**config.mk**
```make
export PLATFORM = sky130hd
export DESIGN_NAME = vbs_ctrl
export DESIGN_NICKNAME = d
export VERILOG_FILES = /design/src/rtl/vbs_pkg.sv /design/src/rtl/vbs_ctrl.sv
export SDC_FILE = /design/constraint.sdc
export NUM_CORES = 1
export LEC_CHECK = 0
export ABC_AREA = 1
export BUFFER_PORTS_ARGS = -buffer_cell sky130_fd_sc_hd__buf_4
export CAP_MARGIN = 20
export CORE_AREA = 5 5 42 44
export CTS_CLUSTER_SIZE = 28
export DETAILED_ROUTE_END_ITERATION = 10
export DIE_AREA = 0 0 47 49
export PLACE_DENSITY = 0.58
export SKIP_CTS_REPAIR_TIMING = 1
export SYNTH_ARGS = -nofsm -noshare
export SYNTH_HDL_FRONTEND = slang
export SYNTH_SLANG_ARGS = --single-unit
```
**constraint.sdc**
```tcl
create_clock -name aclk -period 1.2 [get_ports aclk]
set_input_delay 0 -clock aclk [delete_from_list [all_inputs] [get_ports aclk]]
set_output_delay 0 -clock aclk [all_outputs]
set_load 0.005 [all_outputs]
```
**src/rtl/vbs_pkg.sv**
```systemverilog
package vbs_pkg;

    typedef enum logic [2:0] {
        ST_COLLECT,
        ST_DIVIDE,
        ST_SCAN,
        ST_ROOT,
        ST_OUTPUT
    } state_t;

    typedef struct packed {
        logic store;
        logic drop;
        logic clear;
        logic div_start;
        logic scan_start;
        logic scan_step;
        logic root_start;
        logic root_step;
        logic out_load;
    } cmd_t;

    typedef struct packed {
        logic div_done;
        logic scan_done;
        logic root_done;
        logic full;
    } stat_t;

endpackage

```
**src/rtl/vbs_ctrl.sv**
```systemverilog
module vbs_ctrl (
    input  logic           aclk,
    input  logic           aresetn,
    input  logic           in_fire,
    input  logic           in_last,
    input  logic           out_busy,
    input  vbs_pkg::stat_t stat,
    output logic           in_ready,
    output vbs_pkg::cmd_t  cmd
);

    vbs_pkg::state_t state_reg, state_next;

    always_ff @(posedge aclk) begin
        if (!aresetn) begin
            state_reg <= vbs_pkg::ST_COLLECT;
        end else begin
            state_reg <= state_next;
        end
    end

    always_comb begin
        state_next = state_reg;
        cmd        = '0;
        in_ready   = 1'b0;
        case (state_reg)
            vbs_pkg::ST_COLLECT: begin
                in_ready  = 1'b1;
                cmd.store = in_fire && !stat.full;
                cmd.drop  = in_fire && stat.full;
                if (in_fire && in_last) begin
                    cmd.div_start = 1'b1;
                    state_next    = vbs_pkg::ST_DIVIDE;
                end
            end
            vbs_pkg::ST_DIVIDE: begin
                if (stat.div_done) begin
                    cmd.scan_start = 1'b1;
                    state_next     = vbs_pkg::ST_SCAN;
                end
            end
            vbs_pkg::ST_SCAN: begin
                cmd.scan_step = 1'b1;
                if (stat.scan_done) begin
                    cmd.root_start = 1'b1;
                    state_next     = vbs_pkg::ST_ROOT;
                end
            end
            vbs_pkg::ST_ROOT: begin
                cmd.root_step = 1'b1;
                if (stat.root_done) begin
                    state_next = vbs_pkg::ST_OUTPUT;
                end
            end
            vbs_pkg::ST_OUTPUT: begin
                if (!out_busy) begin
                    cmd.out_load = 1'b1;
                    cmd.clear    = 1'b1;
                    state_next   = vbs_pkg::ST_COLLECT;
                end
            end
            default: begin
                state_next = vbs_pkg::ST_COLLECT;
            end
        endcase
    end

endmodule

```
==> flow_metrics.env <==
export IMPL_status="finished clean"
export IMPL_nets=86
export IMPL_fin_skew_ns=0.00453
export IMPL_busiest_layer="met2"
export IMPL_cap_viol_max_count=0
export IMPL_clock_latency_ns=0.24
export IMPL_dieArea_mm2=0.00230
export IMPL_fin_setup_tns_ns=0
export IMPL_hp_class="input pin to register"
export IMPL_worstPathArrival_ns=1.13
export IMPL_synthDistinctLibCells=17
export IMPL_pwr_density_cell_mw_per_mm2=2530
export IMPL_clkSlewWorstSetupHoldPaths_ns=0.04
export IMPL_post_route_util_pct=39.4
export IMPL_start_util_pct=23.0
export IMPL_final_cell_mix="buf_4 (21), nand2_1 (10), nor2_1 (8)"
export IMPL_fin_ws_ns=0.0668
export IMPL_synthCells=51
export IMPL_power_leakage_nw=0.305
export IMPL_drc=0
export IMPL_grt_use_met1_pct=9.17
export IMPL_relSlewSlack_pct=84.1
export IMPL_finalInstanceArea_um2=552
export IMPL_largest_reg_flops=3
export IMPL_grt_util_met2_pct=10.4
export IMPL_postSynthAreaPerCell_um2=6.33
export IMPL_cts_tree="yes"
export IMPL_worstSetupStartpointType="register"
export IMPL_p_total_mw=1.39
export IMPL_dp_slack_ns=-0.0210
export IMPL_die_h_um=49
export IMPL_wl_per_cell_um=8.24
export IMPL_drt_total_wl_um=758
export IMPL_port_buffers=18
export IMPL_mostFrequentLayoutCell="buf_4"
export IMPL_cp_required_ns=1.20
export IMPL_overflow=0
export IMPL_endpoint_kind="output port"
export IMPL_core_mm2=0.00140
export IMPL_rsz0062_at_grt="true"
export IMPL_track_usage_pct=7.66
export IMPL_antennaDiodeCount=0
export IMPL_clock_root_buffer="clkbuf_4"
export IMPL_ios=19
export IMPL_cts_htree_levels=1
export IMPL_drv_slew=0
export IMPL_post_dp_cell_area_um2=482
export IMPL_drt_pass1_iter_count=3
export IMPL_hold_viol_final=0
export IMPL_clock_fmax_ghz=0.882
export IMPL_area_growth_pct=70.9
export IMPL_final_cells=92
export IMPL_period_needed_ns=1.13
export IMPL_syn_num_nets=60
export IMPL_crit_fanout=6
export IMPL_place_inst=86
export IMPL_setup_violations=0
export IMPL_drt_iter0_markers=2
export IMPL_antenna_found_initial=0
export IMPL_ys_seq_elements=3
export IMPL_postRouteAntennaNets=0
export IMPL_viasPerCell=4.24
export IMPL_grt_start_max_net_pins=8
export IMPL_cts_made_buffers=3
export IMPL_grt_pass1_vias=338
export IMPL_gp_congestion=0.682
export IMPL_cts_path_max_buffers=2
export IMPL_synth_area_um2=323
export IMPL_vdd_drop_max_mv=0.807
export IMPL_dpl_hpwl_um=632
export IMPL_post_route_period_util_pct=94.4
export IMPL_final_layout_size_suffix_gt1_share_pct=56.6
export IMPL_use_met3_pct=1.11
export IMPL_path_class="register to output port"
export IMPL_grt_pass1_wl_um=1260
export IMPL_rows=14
export IMPL_yosysSeqAreaShare_pct=18.6
export IMPL_vias=390
export IMPL_die_width_um=47
export IMPL_hold_ws_ns=0.228
export IMPL_ys_warn_count=0
export IMPL_tightestPinTransition_ns=0.236
export IMPL_cts_sinks=3
-- Yosys cell counts (all sizes together) --
cell	count	area (µm²)
nor3	2	10.0
nand4	1	12.5
buf	2	18.8
nor4	1	6.26
nand3	5	35.0
o21bai	1	7.51
nor2	14	77.6
dfxtp	3	60.1
inv	9	33.8
nand2	13	61.3
-- kinds of logic after synthesis --
logic type | synth area share [%]
buf+inv | 16.3
simple gates | 62.8
compound gates | 2.33
flops | 18.6
-- worst paths after layout --
check                            startpoint                   endpoint  slack (ns)  depth (start not counted)
hold / removal                      stat[1]  state_reg[0]$_SDFFE_PN0P_        0.23                          6
setup / recovery  state_reg[2]$_SDFFE_PN0P_                     cmd[7]        0.07                          5
setup reg to reg  state_reg[1]$_SDFFE_PN0P_  state_reg[1]$_SDFFE_PN0P_        0.10                          7
hold reg to reg   state_reg[1]$_SDFFE_PN0P_  state_reg[1]$_SDFFE_PN0P_        0.57                          2
-- final cells by class --
type                       count  area [µm²]
tap                           16        20.0
timing repair buffer          23         179
clock buffer                   4        26.3
sequential                     3        71.3
multi-input combinational     37         221
fill                         161         850
inverter                       9        33.8
-- power by group --
part / internal (mW) / switching, mW / leakage (nW)
clock network: 0.125 / 0.0585 / 0.0150
logic: 0.457 / 0.458 / 0.263
registers: 0.183 / 0.114 / 0.0267
total: 0.764 / 0.630 / 0.305
-- metal layers --
layer | vias up | routed length (µm) | share of wire [%]
met5 | - | 0 | 0
met4 | 0 | 28 | 3.7
met2 | 15 | 356 | 47
met1 | 166 | 273 | 36
li1 | 206 | - | -
met3 | 3 | 100 | 13
-- critical path, cell delays in order (launching register included) --
cell     delay (ns)
dfxtp_4        0.36
buf_6          0.12
nor3_4         0.11
nand2_1        0.09
nor2_1         0.10
buf_4          0.11
Note: power is estimated with default switching activity, not from simulation.
